===== src/design/tssg_pkg.sv =====
// Package for the triangle scanline span generator.
// Holds shared widths, phase codes, division selectors and the controller/datapath command and status structs.
package tssg_pkg;

	localparam int COORD_W = 16;
	localparam int ROW_W = 12;
	localparam int ACC_W = 32;
	localparam int COLOR_W = 32;
	localparam int DEF_COORD_FRAC_BITS = 4;
	localparam int DEF_SLOPE_FRAC_BITS = 16;

	// Walk phases.
	localparam logic [1:0] PH_IDLE = 2'd0;
	localparam logic [1:0] PH_UPPER_THEN_LOWER = 2'd1;
	localparam logic [1:0] PH_UPPER_ONLY = 2'd2;
	localparam logic [1:0] PH_LOWER = 2'd3;

	// Commands from the controller to the datapath.
	typedef struct packed {
		logic load;      // Capture and sort vertices.
		logic div_start; // Start a division.
		logic [2:0] div_sel; // Which quotient is being formed.
		logic begin_up;  // Set up the upper walk.
		logic begin_lo;  // Set up the lower walk.
		logic step_up;   // Advance the upper walk.
		logic step_lo;   // Advance the lower walk.
	} cmd_t;

	// Status from the datapath.
	typedef struct packed {
		logic flat_top;
		logic flat_bot;
		logic div_done;
		logic up_ok;     // First upper row passes its test.
		logic lo_ok;     // First lower row passes its test.
		logic up_more;   // Next upper row still passes.
		logic lo_more;   // Next lower row still passes.
	} stat_t;

	// Division selectors.
	localparam logic [2:0] DV_SPLIT = 3'd0;
	localparam logic [2:0] DV_S0 = 3'd1;
	localparam logic [2:0] DV_S1 = 3'd2;
	localparam logic [2:0] DV_S2 = 3'd3;
	localparam logic [2:0] DV_S3 = 3'd4;
	localparam logic [2:0] DV_NONE = 3'd7; // No division selected yet, or sequence done.

endpackage


===== src/design/tssg_div.sv =====
// Iterative signed divider, one quotient bit per cycle.
// Depends on nothing but its parameters.
module tssg_div #(
	parameter int W = 48
) (
	input  logic clk,
	input  logic arst_n,
	input  logic start,
	input  logic signed [W-1:0] num,
	input  logic signed [W-1:0] den,
	output logic done,
	output logic signed [W-1:0] quo
);
	localparam int CW = $clog2(W + 1);
	logic [W-1:0] n_q, d_q, q_q;
	logic [W:0] r_q;
	logic [CW-1:0] cnt_q;
	logic neg_q, busy_q;
	logic [W:0] r_sh, r_sub;

	always_comb begin
		r_sh = {r_q[W-1:0], n_q[W-1]};
		r_sub = r_sh - {1'b0, d_q};
	end

	// Restoring division on magnitudes; sign fixed at the end (truncation).
	always_ff @(posedge clk or negedge arst_n) begin
		if (!arst_n) begin
			busy_q <= 1'b0;
			done <= 1'b0;
			cnt_q <= '0;
		end else begin
			done <= 1'b0;
			if (start) begin
				busy_q <= 1'b1;
				cnt_q <= CW'(W);
			end else if (busy_q) begin
				cnt_q <= cnt_q - 1'b1;
				if (cnt_q == CW'(1)) begin
					busy_q <= 1'b0;
					done <= 1'b1;
				end
			end
		end
	end

	always_ff @(posedge clk) begin
		if (start) begin
			n_q <= num[W-1] ? -num : num;
			d_q <= den[W-1] ? -den : den;
			neg_q <= num[W-1] ^ den[W-1];
			r_q <= '0;
			q_q <= '0;
		end else if (busy_q) begin
			n_q <= {n_q[W-2:0], 1'b0};
			if (!r_sub[W]) begin
				r_q <= r_sub;
				q_q <= {q_q[W-2:0], 1'b1};
			end else begin
				r_q <= r_sh;
				q_q <= {q_q[W-2:0], 1'b0};
			end
		end
	end

	assign quo = neg_q ? -$signed(q_q) : $signed(q_q);
endmodule


===== src/design/tssg_datapath.sv =====
// Datapath: vertex sort, shared divider, edge accumulators and row counter.
// Depends on tssg_pkg and tssg_div.
module tssg_datapath #(
	parameter int COORD_FRAC_BITS = tssg_pkg::DEF_COORD_FRAC_BITS,
	parameter int SLOPE_FRAC_BITS = tssg_pkg::DEF_SLOPE_FRAC_BITS
) (
	input  logic clk,
	input  logic arst_n,
	input  tssg_pkg::cmd_t cmd,
	output tssg_pkg::stat_t stat,
	input  logic signed [15:0] in_ax, in_ay, in_bx, in_by, in_cx, in_cy,
	input  logic [31:0] in_color,
	output logic signed [11:0] o_y,
	output logic signed [11:0] o_xs,
	output logic signed [11:0] o_xe,
	output logic [31:0] o_color
);
	import tssg_pkg::*;

	localparam int DW = 50;
	localparam int RW = 20;
	// Biases added to negative values so that an arithmetic shift truncates toward zero.
	localparam logic signed [31:0] SLOPE_RND = 32'((64'sd1 <<< SLOPE_FRAC_BITS) - 64'sd1);
	localparam logic signed [16:0] COORD_RND = 17'((32'sd1 <<< COORD_FRAC_BITS) - 32'sd1);

	logic signed [15:0] x0_q, y0_q, x1_q, y1_q, x2_q, y2_q;
	logic signed [31:0] spx_q;
	logic [31:0] color_q;
	logic signed [31:0] sl0_q, sl1_q, sl2_q, sl3_q;
	logic signed [31:0] lacc_q, racc_q;
	logic signed [RW-1:0] row_q;

	// Sorting network (three compare-swaps).
	logic signed [15:0] ax, ay, bx, by, cx, cy, tx, ty;
	always_comb begin
		ax = in_ax; ay = in_ay; bx = in_bx; by = in_by; cx = in_cx; cy = in_cy;
		tx = in_ax; ty = in_ay;
		if (ay > by) begin tx = ax; ty = ay; ax = bx; ay = by; bx = tx; by = ty; end
		if (by > cy) begin tx = bx; ty = by; bx = cx; by = cy; cx = tx; cy = ty; end
		if (ay > by) begin tx = ax; ty = ay; ax = bx; ay = by; bx = tx; by = ty; end
	end

	// Divider operands.
	logic signed [DW-1:0] num, den, quo;
	logic signed [31:0] dx, dy;
	logic signed [16:0] pdx, pdy;
	logic signed [33:0] prod;
	assign pdx = 17'(x2_q) - 17'(x0_q);
	assign pdy = 17'(y1_q) - 17'(y0_q);
	assign prod = 34'(pdx) * 34'(pdy);
	always_comb begin
		dx = '0; dy = '0;
		case (cmd.div_sel)
			DV_S0: begin dx = 32'(x1_q) - 32'(x0_q); dy = 32'(y1_q) - 32'(y0_q); end
			DV_S1: begin
				dx = spx_q - 32'(x0_q);
				dy = stat.flat_bot ? 32'(y2_q) - 32'(y0_q) : 32'(y1_q) - 32'(y0_q);
			end
			DV_S2: begin dx = 32'(x1_q) - 32'(x2_q); dy = 32'(y1_q) - 32'(y2_q); end
			DV_S3: begin
				dx = spx_q - 32'(x2_q);
				dy = stat.flat_top ? 32'(y0_q) - 32'(y2_q) : 32'(y1_q) - 32'(y2_q);
			end
			default: begin dx = '0; dy = '0; end
		endcase
		if (cmd.div_sel == DV_SPLIT) begin
			num = DW'(prod);
			den = DW'(32'(y2_q) - 32'(y0_q));
		end else begin
			num = DW'(dx) <<< SLOPE_FRAC_BITS;
			den = DW'(dy);
		end
	end
	logic dz_q;
	tssg_div #(.W(DW)) u_div (.clk(clk), .arst_n(arst_n), .start(cmd.div_start),
		.num(num), .den(den), .done(stat.div_done), .quo(quo));

	function automatic logic signed [31:0] sat32(input logic signed [DW-1:0] v);
		if (v > DW'(32'sh7fffffff)) return 32'sh7fffffff;
		if (v < -DW'(33'sh080000000)) return 32'sh80000000;
		return v[31:0];
	endfunction

	function automatic logic signed [11:0] col(input logic signed [31:0] a);
		logic signed [31:0] q;
		q = (a + (a[31] ? SLOPE_RND : 32'sd0)) >>> SLOPE_FRAC_BITS;
		if (q > 32'sd2047) return 12'sd2047;
		if (q < -32'sd2048) return -12'sd2048;
		return q[11:0];
	endfunction

	logic signed [DW-1:0] s_up_l, s_up_r, s_lo_l, s_lo_r;
	assign s_up_l = DW'(lacc_q) + DW'(sl0_q);
	assign s_up_r = DW'(racc_q) + DW'(sl1_q);
	assign s_lo_l = DW'(lacc_q) - DW'(sl2_q);
	assign s_lo_r = DW'(racc_q) - DW'(sl3_q);

	// First rows of the two halves, the vertex rows truncated toward zero.
	logic signed [16:0] y0_b, y2_b;
	logic signed [RW-1:0] r0, r2;
	assign y0_b = 17'(y0_q) + (y0_q[15] ? COORD_RND : 17'sd0);
	assign y2_b = 17'(y2_q) + (y2_q[15] ? COORD_RND : 17'sd0);
	assign r0 = RW'(y0_b >>> COORD_FRAC_BITS);
	assign r2 = RW'(y2_b >>> COORD_FRAC_BITS);
	function automatic logic signed [RW+8:0] rs(input logic signed [RW-1:0] r);
		return (RW+9)'(r) <<< COORD_FRAC_BITS;
	endfunction

	assign stat.flat_top = (y0_q == y1_q);
	assign stat.flat_bot = (y2_q == y1_q);
	assign stat.up_ok = rs(r0) <= (RW+9)'(y1_q);
	assign stat.lo_ok = rs(r2) >= (RW+9)'(y1_q);
	assign stat.up_more = rs(row_q + 1'b1) <= (RW+9)'(y1_q);
	assign stat.lo_more = rs(row_q - 1'b1) >= (RW+9)'(y1_q);

	// Result word from the current walk state.
	assign o_y = row_q[11:0];
	assign o_xs = col(lacc_q);
	assign o_xe = col(racc_q);
	assign o_color = color_q;

	// Vertex x coordinate scaled to the accumulator format.
	function automatic logic signed [31:0] to_acc(input logic signed [15:0] x);
		return sat32(DW'(x) <<< (SLOPE_FRAC_BITS - COORD_FRAC_BITS));
	endfunction

	always_ff @(posedge clk or negedge arst_n) begin
		if (!arst_n) begin
			x0_q <= '0; y0_q <= '0; x1_q <= '0; y1_q <= '0; x2_q <= '0; y2_q <= '0;
			spx_q <= '0; color_q <= '0; sl0_q <= '0; sl1_q <= '0; sl2_q <= '0;
			sl3_q <= '0; lacc_q <= '0; racc_q <= '0; row_q <= '0; dz_q <= 1'b0;
		end else begin
			if (cmd.div_start) dz_q <= (den == '0);
			if (cmd.load) begin
				x0_q <= ax; y0_q <= ay; x1_q <= bx; y1_q <= by; x2_q <= cx; y2_q <= cy;
				color_q <= in_color;
				sl0_q <= '0; sl1_q <= '0; sl2_q <= '0; sl3_q <= '0;
				if (ay == by) spx_q <= 32'(ax);
				else if (cy == by) spx_q <= 32'(cx);
			end
			if (stat.div_done) begin
				case (cmd.div_sel)
					DV_SPLIT: spx_q <= quo[31:0] + 32'(x0_q);
					DV_S0: sl0_q <= dz_q ? '0 : sat32(quo);
					DV_S1: sl1_q <= dz_q ? '0 : sat32(quo);
					DV_S2: sl2_q <= dz_q ? '0 : sat32(quo);
					DV_S3: sl3_q <= dz_q ? '0 : sat32(quo);
					default: ;
				endcase
			end
			if (cmd.begin_up) begin
				row_q <= r0; lacc_q <= to_acc(x0_q); racc_q <= to_acc(x0_q);
			end else if (cmd.begin_lo) begin
				row_q <= r2; lacc_q <= to_acc(x2_q); racc_q <= to_acc(x2_q);
			end else if (cmd.step_up) begin
				row_q <= row_q + 1'b1; lacc_q <= sat32(s_up_l); racc_q <= sat32(s_up_r);
			end else if (cmd.step_lo) begin
				row_q <= row_q - 1'b1; lacc_q <= sat32(s_lo_l); racc_q <= sat32(s_lo_r);
			end
		end
	end
endmodule


===== src/design/tssg_ctrl.sv =====
// Controller: load sequencing through the divider, phase tracking, handshake.
// Depends on tssg_pkg.
module tssg_ctrl (
	input  logic clk,
	input  logic arst_n,
	input  logic in_valid,
	output logic in_ready,
	input  logic in_kind,
	output logic out_valid,
	input  logic out_ready,
	output logic out_last,
	output tssg_pkg::cmd_t cmd,
	input  tssg_pkg::stat_t stat
);
	import tssg_pkg::*;

	localparam logic [2:0] S_READY = 3'd0;
	localparam logic [2:0] S_DIV = 3'd1;
	localparam logic [2:0] S_WAIT = 3'd2;
	localparam logic [2:0] S_BEGIN = 3'd3;

	logic [2:0] st_q;
	logic [1:0] ph_q;
	logic [2:0] sel_q;
	logic acc_in;
	logic span_go;
	logic span_last;

	assign in_ready = (st_q == S_READY) && (!out_valid || out_ready);
	assign acc_in = in_valid && in_ready;
	assign span_go = acc_in && in_kind && (ph_q != PH_IDLE);

	// A span is the last one when its half ends and no lower half follows.
	always_comb begin
		case (ph_q)
			PH_LOWER: span_last = !stat.lo_more;
			PH_UPPER_ONLY: span_last = !stat.up_more;
			PH_UPPER_THEN_LOWER: span_last = !stat.up_more && !stat.lo_ok;
			default: span_last = 1'b0;
		endcase
	end

	always_comb begin
		cmd = '0;
		cmd.div_sel = sel_q;
		cmd.load = acc_in && !in_kind;
		cmd.div_start = (st_q == S_DIV);
		cmd.begin_up = (st_q == S_BEGIN) && (ph_q == PH_IDLE) && !stat.flat_top && stat.up_ok;
		cmd.begin_lo = (st_q == S_BEGIN) && !cmd.begin_up
			&& (stat.flat_top || !stat.flat_bot) && stat.lo_ok;
		cmd.step_up = span_go && (ph_q == PH_UPPER_THEN_LOWER || ph_q == PH_UPPER_ONLY);
		cmd.step_lo = span_go && (ph_q == PH_LOWER);
	end

	// Slope sequence per case.
	function automatic logic [2:0] first_sel(input logic ft, input logic fb);
		if (ft) return DV_S2;
		if (fb) return DV_S0;
		return DV_SPLIT;
	endfunction
	function automatic logic [2:0] next_sel(input logic [2:0] s, input logic fb);
		case (s)
			DV_SPLIT: return DV_S0;
			DV_S0: return DV_S1;
			DV_S1: return fb ? DV_NONE : DV_S2;
			DV_S2: return DV_S3;
			default: return DV_NONE;
		endcase
	endfunction

	always_ff @(posedge clk or negedge arst_n) begin
		if (!arst_n) begin
			st_q <= S_READY; ph_q <= PH_IDLE; sel_q <= DV_SPLIT;
			out_valid <= 1'b0; out_last <= 1'b0;
		end else begin
			out_valid <= span_go || (out_valid && !out_ready);
			if (span_go) out_last <= span_last;
			case (st_q)
				S_READY: begin
					if (cmd.load) begin
						st_q <= S_DIV;
						ph_q <= PH_IDLE;
						sel_q <= DV_NONE;
					end else if (span_go) begin
						if (ph_q == PH_LOWER) begin
							if (!stat.lo_more) ph_q <= PH_IDLE;
						end else if (!stat.up_more) begin
							if (ph_q == PH_UPPER_THEN_LOWER) st_q <= S_BEGIN;
							else ph_q <= PH_IDLE;
						end
					end
				end
				S_DIV: begin
					// First cycle after load: pick the division sequence; later visits go on to wait.
					if (sel_q == DV_NONE) sel_q <= first_sel(stat.flat_top, stat.flat_bot);
					st_q <= (sel_q == DV_NONE) ? S_DIV : S_WAIT;
				end
				S_WAIT: begin
					if (stat.div_done) begin
						if (next_sel(sel_q, stat.flat_bot) == DV_NONE) st_q <= S_BEGIN;
						else begin sel_q <= next_sel(sel_q, stat.flat_bot); st_q <= S_DIV; end
					end
				end
				S_BEGIN: begin
					st_q <= S_READY;
					if (cmd.begin_up)
						ph_q <= stat.flat_bot ? PH_UPPER_ONLY : PH_UPPER_THEN_LOWER;
					else if (cmd.begin_lo)
						ph_q <= PH_LOWER;
					else
						ph_q <= PH_IDLE;
				end
				default: st_q <= S_READY;
			endcase
		end
	end
endmodule


===== src/design/triangle_scanline_span_generator.sv =====
// Top level of the triangle scanline span generator.
// Depends on tssg_pkg, tssg_ctrl, tssg_datapath and tssg_div.
//
// A load word (tuser 0) sorts three 12.4 vertices and forms the split point and
// up to four inverse slopes with one shared bit-serial divider: after a setup
// state, two divisions for a flat-top or flat-bottom triangle and five for a
// general one, then a walk-seeding state; only then is the next word taken.
// A step word (tuser 1) yields one span from the edge accumulators; it appears in
// the output register the cycle after the step is taken, and steps flow one per
// cycle while the output drains. A step that ends the upper half holds off the
// next word while the lower half is seeded. last marks the final span.
module triangle_scanline_span_generator #(
	parameter int COORD_FRAC_BITS = tssg_pkg::DEF_COORD_FRAC_BITS,
	parameter int SLOPE_FRAC_BITS = tssg_pkg::DEF_SLOPE_FRAC_BITS
) (
	input  logic clk,
	input  logic arst_n,
	input  logic s_tvalid,
	output logic s_tready,
	// tdata: vertex_a_x, vertex_a_y, vertex_b_x, vertex_b_y, vertex_c_x,
	// vertex_c_y, fill_color
	input  logic [127:0] s_tdata,
	input  logic s_tuser, // kind
	output logic m_tvalid,
	input  logic m_tready,
	// tdata: span_y, span_x_start, span_x_end, span_color, zero pad
	output logic [71:0] m_tdata,
	output logic m_tlast
);
	import tssg_pkg::*;

	cmd_t cmd;
	stat_t stat;
	logic signed [11:0] oy, oxs, oxe;
	logic [31:0] ocol;
	logic [67:0] res_q;

	tssg_ctrl u_ctrl (.clk(clk), .arst_n(arst_n), .in_valid(s_tvalid), .in_ready(s_tready),
		.in_kind(s_tuser), .out_valid(m_tvalid), .out_ready(m_tready),
		.out_last(m_tlast), .cmd(cmd), .stat(stat));

	tssg_datapath #(.COORD_FRAC_BITS(COORD_FRAC_BITS), .SLOPE_FRAC_BITS(SLOPE_FRAC_BITS)) u_dp (
		.clk(clk), .arst_n(arst_n), .cmd(cmd), .stat(stat),
		.in_ax(s_tdata[15:0]), .in_ay(s_tdata[31:16]), .in_bx(s_tdata[47:32]),
		.in_by(s_tdata[63:48]), .in_cx(s_tdata[79:64]), .in_cy(s_tdata[95:80]),
		.in_color(s_tdata[127:96]), .o_y(oy), .o_xs(oxs), .o_xe(oxe), .o_color(ocol));

	// Output register, captured when a span is taken.
	always_ff @(posedge clk) begin
		if (cmd.step_up || cmd.step_lo) res_q <= {ocol, oxe, oxs, oy};
	end
	assign m_tdata = {4'b0000, res_q};
endmodule

===== config.mk =====
export PLATFORM = sky130hd
export DESIGN_NAME = triangle_scanline_span_generator
export DESIGN_NICKNAME = d
export VERILOG_FILES = /design/src/design/tssg_pkg.sv /design/src/design/tssg_div.sv /design/src/design/tssg_datapath.sv /design/src/design/tssg_ctrl.sv /design/src/design/triangle_scanline_span_generator.sv
export SDC_FILE = /design/constraint.sdc
export NUM_CORES = 2
export LEC_CHECK = 0
export ABC_AREA = 0
export BUFFER_PORTS_ARGS = -buffer_cell sky130_fd_sc_hd__buf_2
export CAP_MARGIN = 30
export CELL_PAD_IN_SITES_DETAIL_PLACEMENT = 1
export CELL_PAD_IN_SITES_GLOBAL_PLACEMENT = 1
export CORE_ASPECT_RATIO = 0.8
export CORE_MARGIN = 2
export CORE_UTILIZATION = 40
export CTS_BUF_LIST = sky130_fd_sc_hd__clkbuf_8
export DETAILED_ROUTE_END_ITERATION = 12
export MAX_ROUTING_LAYER = met4
export PLACE_DENSITY = 0.68
export SYNTH_ARGS = -nofsm -noshare
export SYNTH_HDL_FRONTEND = slang
export SYNTH_SLANG_ARGS = --single-unit

===== constraint.sdc =====
create_clock -name clk -period 16.2 [get_ports clk]
set_clock_uncertainty 0.05 [all_clocks]
set_input_delay 3.24 -clock clk [delete_from_list [all_inputs] [get_ports clk]]
set_output_delay 3.24 -clock clk [all_outputs]
set_load 0.03 [all_outputs]

== Word-level counts from Yosys, hierarchy flattened ==
Index checks and enable logic that the tools add are counted.

* Flip-flop bits (word level): 660
* Input port bits: 133
* Output and inout port bits: 75
* Logic and storage cells: 386

* $add $sub $neg: 27
* Multiply operators: 1
* Magnitude comparators: 25
* Equal/unequal tests: 28
* Muxes and demuxes: 232
* Bitwise gates (word level): 1
* Reduce and logical (&&, ||, !) cells: 41

{| class="wikitable"
|+ Operators with widths
! kind !! number
|-
| $mux 32 || 65
|-
| $mux 50 || 7
|-
| $pmux 32 s4 || 2
|-
| $gt 50x32->1 const B || 5
|-
| $lt 50x32->1 const B || 5
|-
| $mux 16 || 14
|-
| $sub 16x16->17 || 9
|-
| $neg 50->50 || 3
|-
| $mux 12 || 8
|-
| $mux 1 || 94
|-
| $mux 20 || 4
|-
| $add 32x32->33 || 2
|-
| $sub 32x32->33 || 2
|-
| $add 32x17->32 || 2
|-
| $eq 16x16->1 || 4
|-
| $gt 28x32->1 const B || 2
|-
| $lt 28x32->1 const B || 2
|-
| $sub 32x16->32 || 2
|-
| $mux 3 || 17
|-
| $sub 51x50->51 || 1
|-
| $logic_not 50->1 || 1
|-
| $mux 49 || 1
|-
| $gt 16x16->1 || 3
|-
| $add 16x5->17 || 2
|-
| 39 further kinds || 98
|}

== Longest topological paths before layout ==
* Depth in word-level cells: 22
* Depth in mapped cells: 46
* Depth with buffers taken out: 42

== Hierarchy ==
From an unflattened synthesis, not the netlist that was laid out.

* Cell total of the unflattened synthesis: 7,872
* Area, all modules: 66,435.0 um^2

{| class="wikitable"
|+ By module, submodules not included
! module !! instances !! cells each !! area an instance (um^2) !! seq. area each (um^2)
|-
| tssg_datapath || 1 || 6,149 || 49,616.3 || 9,334.0
|-
| tssg_div || 1 || 1,565 || 13,934.6 || 5,235.0
|-
| triangle_scanline_span_generator || 1 || 74 || 2,082.0 || 2,042.0
|-
| tssg_ctrl || 1 || 84 || 802.0 || 225.2
|}

== Worst setup path after synthesis ==
Ideal clock, no wire load.

* Path kind: input to register
* Start point: input port s_tdata[51]
* End point: register u_dp.spx_q[17]
* Setup time: 78 ps
* Arrival time: 11,188 ps
* Data required time: 16,072 ps
* Path slack: 4,884 ps
* Stages on the path: 37
* Buffers on the path: 9
* Path through: inv_1 ha_1 a21o_1 a211o_1 o211ai_2 nand4_2 nand2_4 mux2i_1 inv_1 ha_1 a2111oi_0 o21ai_1 a2111o_1 o21ai_2 clkbuf_1 clkbuf_1 buf_1 clkbuf_1 a21oi_1 inv_1 ha_1 nand4_1 nor2_1 nand3_1 a211o_1 a41oi_1 clkbuf_1 clkbuf_1 o21ai_0 a2111oi_0 and3_1 buf_4 a31oi_1 or3_1 buf_2 buf_6 a21oi_1

* Longest elaborated chain between the ends: 12
* Elaborated cells on any way between the ends: 21
* Those cells by class: order compare (3); eq/ne (2); mux (16)

{| class="wikitable"
|+ Ends and longest elaborated chain
! what !! RTL line !! RTL
|-
| from (decl) || triangle_scanline_span_generator.sv:22 || <nowiki>input logic [127:0] s_tdata,</nowiki>
|-
| $gt 16x16->1 || tssg_datapath.sv:38 || <nowiki>if (ay > by) begin tx = ax; ty = ay; ax = bx; ay = by; bx = tx; by = ty; end</nowiki>
|-
| $mux 16 || tssg_datapath.sv:38 ||
|-
| $gt 16x16->1 || tssg_datapath.sv:39 || <nowiki>if (by > cy) begin tx = bx; ty = by; bx = cx; by = cy; cx = tx; cy = ty; end</nowiki>
|-
| $mux 16 || tssg_datapath.sv:39 ||
|-
| $gt 16x16->1 || tssg_datapath.sv:40 || <nowiki>if (ay > by) begin tx = ax; ty = ay; ax = bx; ay = by; bx = tx; by = ty; end</nowiki>
|-
| $mux 16 || tssg_datapath.sv:40 ||
|-
| $eq 16x16->1 || tssg_datapath.sv:139 || <nowiki>else if (cy == by) spx_q <= 32'(cx);</nowiki>
|-
| $mux 32 || tssg_datapath.sv:139 ||
|-
| $mux 32 * || tssg_datapath.sv:138 || <nowiki>if (ay == by) spx_q <= 32'(ax);</nowiki>
|-
| $mux 32 * || tssg_datapath.sv:134 || <nowiki>if (cmd.load) begin</nowiki>
|-
| $mux 32 || tssg_datapath.sv:142 || <nowiki>case (cmd.div_sel)</nowiki>
|-
| $mux 32 * || tssg_datapath.sv:141 || <nowiki>if (stat.div_done) begin</nowiki>
|-
| to (signal assigned) || tssg_datapath.sv:138 ||
|-
| to (signal assigned) || tssg_datapath.sv:139 ||
|-
| to (signal assigned) || tssg_datapath.sv:143 || <nowiki>DV_SPLIT: spx_q <= quo[31:0] + 32'(x0_q);</nowiki>
|-
| to (decl) || tssg_datapath.sv:27 || <nowiki>logic signed [31:0] spx_q;</nowiki>
|}

Every way passes the cells marked *; elsewhere a longest branch is shown, timed or not.
A chain may end at the register's enable or synchronous reset.

== Final worst setup path ==
* Start point: input port s_tdata[51]
* End point: register u_dp.spx_q[30]

Same word-level chain as after synthesis.

==> flow_summary.ini <==
[outcome]
status = finished clean

[drt]
routedWlPerCell_um = 24.9
vias = 62100
avgViaCountPerCell = 5.87
drc = 0
wl_mm = 263
drt_iter0_markers = 5099
drtPass1Iterations = 7
ant_nets = 0

[sta]
tightest_slew_ns = 1.08
report.final.slew_viol_count = 0
fin_crit_sh_pct = 80.7
finalHoldViolCount = 0
period_minus_slack_ns = 13.07
setup-violations-final = 0
fin_setup_tns_ns = 0
relSlewSlack_pct = 27.2
fin_ws_ns = 3.13
fmax_mhz = 76.5
rsz0062_at_grt = no

[pwr]
p_per_area_mw_per_mm2 = 55.3
peakVddDrop_mv = 0.0903
power_mw = 4.07
p_leak_nw = 34.3

[clocking]
post_cts_buffers = 0
holdBufCountCts = 0
clock-root-buffer = clkbuf_8
clk_path_buf_depth = 3
cts_tree = yes
cts.reportedPaths.clkPinSlew_ns = 0.06
h-tree-depth = 4
cts.repair.resized = 0
numCtsBuffers = 131
cts.sinks = 654
clk_latency_ns = 0.90

[worst_setup_path]
slowest_delay_ns = 0.70
slowest_stage = o21a_2
crit_required_ns = 16.88
r2r_cells = 40
cp_top_family = compound AO/OA/AOI/OAI gates
critical_path_buf_inv_count = 6
path_max_fanout = 51
r2r_end = u_dp.u_div.n_q[43]$_DFFE_PP_
cp.arrival_ns = 13.75
crit_type = primary input to register
crit_start = s_tdata[51]
r2r_setup_slack_ns = 3.69
setup.worst_path.start_class = primary input
critPathCaptureType = register
reg2reg_from = u_dp.x0_q[1]$_DFFE_PN0P_

[yosys]
synth-simple-area-share_pct = 17.4
synth_top_area_share_pct = 14.6
synth_compound_area_share_pct = 21.6
netlist_instances = 8073
synth_top_family_by_area = compound AO/OA/AOI/OAI gates
synth.distinct_cells = 108
async_flop_share_pct = 59.6
synth_seq_cells = 654
yosys-mux-area-fraction_pct = 2.58
synth_area_leaders = dfrtp_1 15%, ha_1 11%, fa_1 9.3%
synth_edf_count = 164
synthFlopType = dfrtp_1
netlist_area_mm2 = 0.0671
synth-xor-area-share_pct = 6.52
synth.yosys.seq_area_share_pct = 24.9
synth.avg_cell_area_um2 = 8.31
yosys.area_share.adder_pct = 20.7
yosysTopAreaCell = dfrtp_1
yosysWarnings = 0

[placed_design]
hpwl_mm = 208
post-place-ws_ns = 2.43
portBuffers = 203
place.gp.congestion = 0.968

[cells_and_area]
nNetsFinal = 9260
areaGrowthSynthToFinish_pct = 9.83
final_core_util_pct = 44.2
drive_above_1_share_pct = 8.63

[die]
start_util_pct = 40.2
dieHeight_um = 370
rows = 134
dieArea_mm2 = 0.171
core_mm2 = 0.167
io_pins = 208
die_w_um = 462

[hold_path]
hold_end = res_q[60]$_DFFE_PP_
hp-class = register to register
whs_path_depth = 0
min_from = u_dp.o_color[24]$_DFFE_PN0P_

[grt]
grt_pass1_wl_mm = 398
antenna_found_initial = 44
grt_max_degree = 109
grt_pass1_vias = 62700
grt_usage_pct = 31.3
grt.overflow.total = 0

[job]
max_cap_violations = 0
[synthesized netlist by cell type, types with 28 or more instances]
library cell,count
nand2_1,763
inv_1,723
nor2_1,716
ha_1,613
a21oi_1,580
o21ai_0,431
dfrtp_1,390
clkbuf_1,334
xnor2_1,323
fa_1,310
nand3_1,255
a21o_1,222
xor2_1,174
o21ai_1,165
edfxtp_1,164
mux2i_1,119
nand2b_1,114
nor3_1,112
dfxtp_1,100
o31ai_1,85
nor2b_1,77
a31oi_1,75
o21a_1,72
nand4_1,69
a211oi_1,68
o211ai_1,66
or3_1,61
and3_1,56
o21bai_1,49
and2_1,48
o22ai_1,45
mux2_2,43
a311oi_1,33
o221ai_1,33
or2_2,33
o22a_1,28
[how the worst max path moves through the flow]
stage,to,slack (ns),cells after the start
global route,u_dp.spx_q[30]$_DFF_PN0_,2.57,34
floorplan,u_dp.spx_q[17]$_DFF_PN0_,4.88,37
detailed placement,u_dp.spx_q[17]$_DFF_PN0_,2.43,33
CTS,u_dp.spx_q[29]$_DFF_PN0_,3.30,33
finish,u_dp.spx_q[30]$_DFF_PN0_,3.13,34
global placement,u_dp.spx_q[29]$_DFF_PN0_,2.69,34
[metal layers]
layer / share of wire [%] / global-route usage, % / vias up
met5: 0 / - / -
met4: 3.4 / 9.59 / 0
met3: 6.0 / 5.22 / 369
met2: 43 / 46.1 / 1659
met1: 47 / 43.7 / 31400
li1: - / - / 28700
[where the power goes]
part           total, mW  internal, mW  leakage (nW)  switching [mW]
logic              0.600         0.187          26.3           0.413
registers           1.68          1.68          6.52               0
clock network       1.79         0.934          1.53           0.856
total               4.07          2.80          34.3            1.27
[layout make-up]
cell class | count | area [µm²]
clock buffer | 150 | 2060
sequential | 654 | 16700
fill | 20000 | 93000
antenna | 30 | 75.1
multi-input combinational | 6337 | 46500
tap | 2244 | 2810
clock inverter | 87 | 566
timing repair buffer | 354 | 2270
inverter | 726 | 2730
[placed cells by master (no fill, tap or decap), drive strengths merged, types with 75 or more instances in the layout]
master	netlist	final
a21o	222	222
a21oi	582	582
a31oi	75	75
buf	50	352
clkbuf	334	152
dfrtp	390	390
dfxtp	100	100
edfxtp	164	164
fa	310	310
ha	613	613
inv	723	783
mux2i	119	119
nand2	764	764
nand2b	114	114
nand3	255	255
nor2	717	717
nor2b	104	104
nor3	116	116
o21ai	597	597
o31ai	85	85
xnor2	323	323
xor2	174	174
[sequential cells by signal, summed over array words and instances, names as in the netlist, 20 cells and up]
signal	cells
u_dp.u_div.d_q	45
u_dp.u_div.n_q	50
u_dp.u_div.r_q	50
u_dp.spx_q	32
res_q	68
u_dp.sl2_q	32
u_dp.o_color	32
u_dp.sl1_q	32
u_dp.u_div.q_q	50
u_dp.sl0_q	32
u_dp.row_q	20
u_dp.sl3_q	32
u_dp.racc_q	32
u_dp.lacc_q	32
[kinds of logic (layout without fill, tap and decap cells)]
group | Yosys count | after routing
buffers and inverters | 1110 | 1317
and+or+nand+nor | 2457 | 2457
muxes | 167 | 167
xor gates and xnor gates | 498 | 498
AOI/OAI and AO/OA | 2262 | 2262
adders and majority gates | 924 | 924
DFF | 654 | 654
other | 1 | 59
[per-stage QoR]
step	cells	area (µm²)	hold slack (ns)
final	10600	73600	0.393
after global routing	10600	73600	0.405
after CTS	10500	73500	0.390
after detailed placement	10300	70800	0.383
after global placement	10300	70700	0.378
after floorplan	8101	67200	0.373
Power figures use the tool's default switching activity.
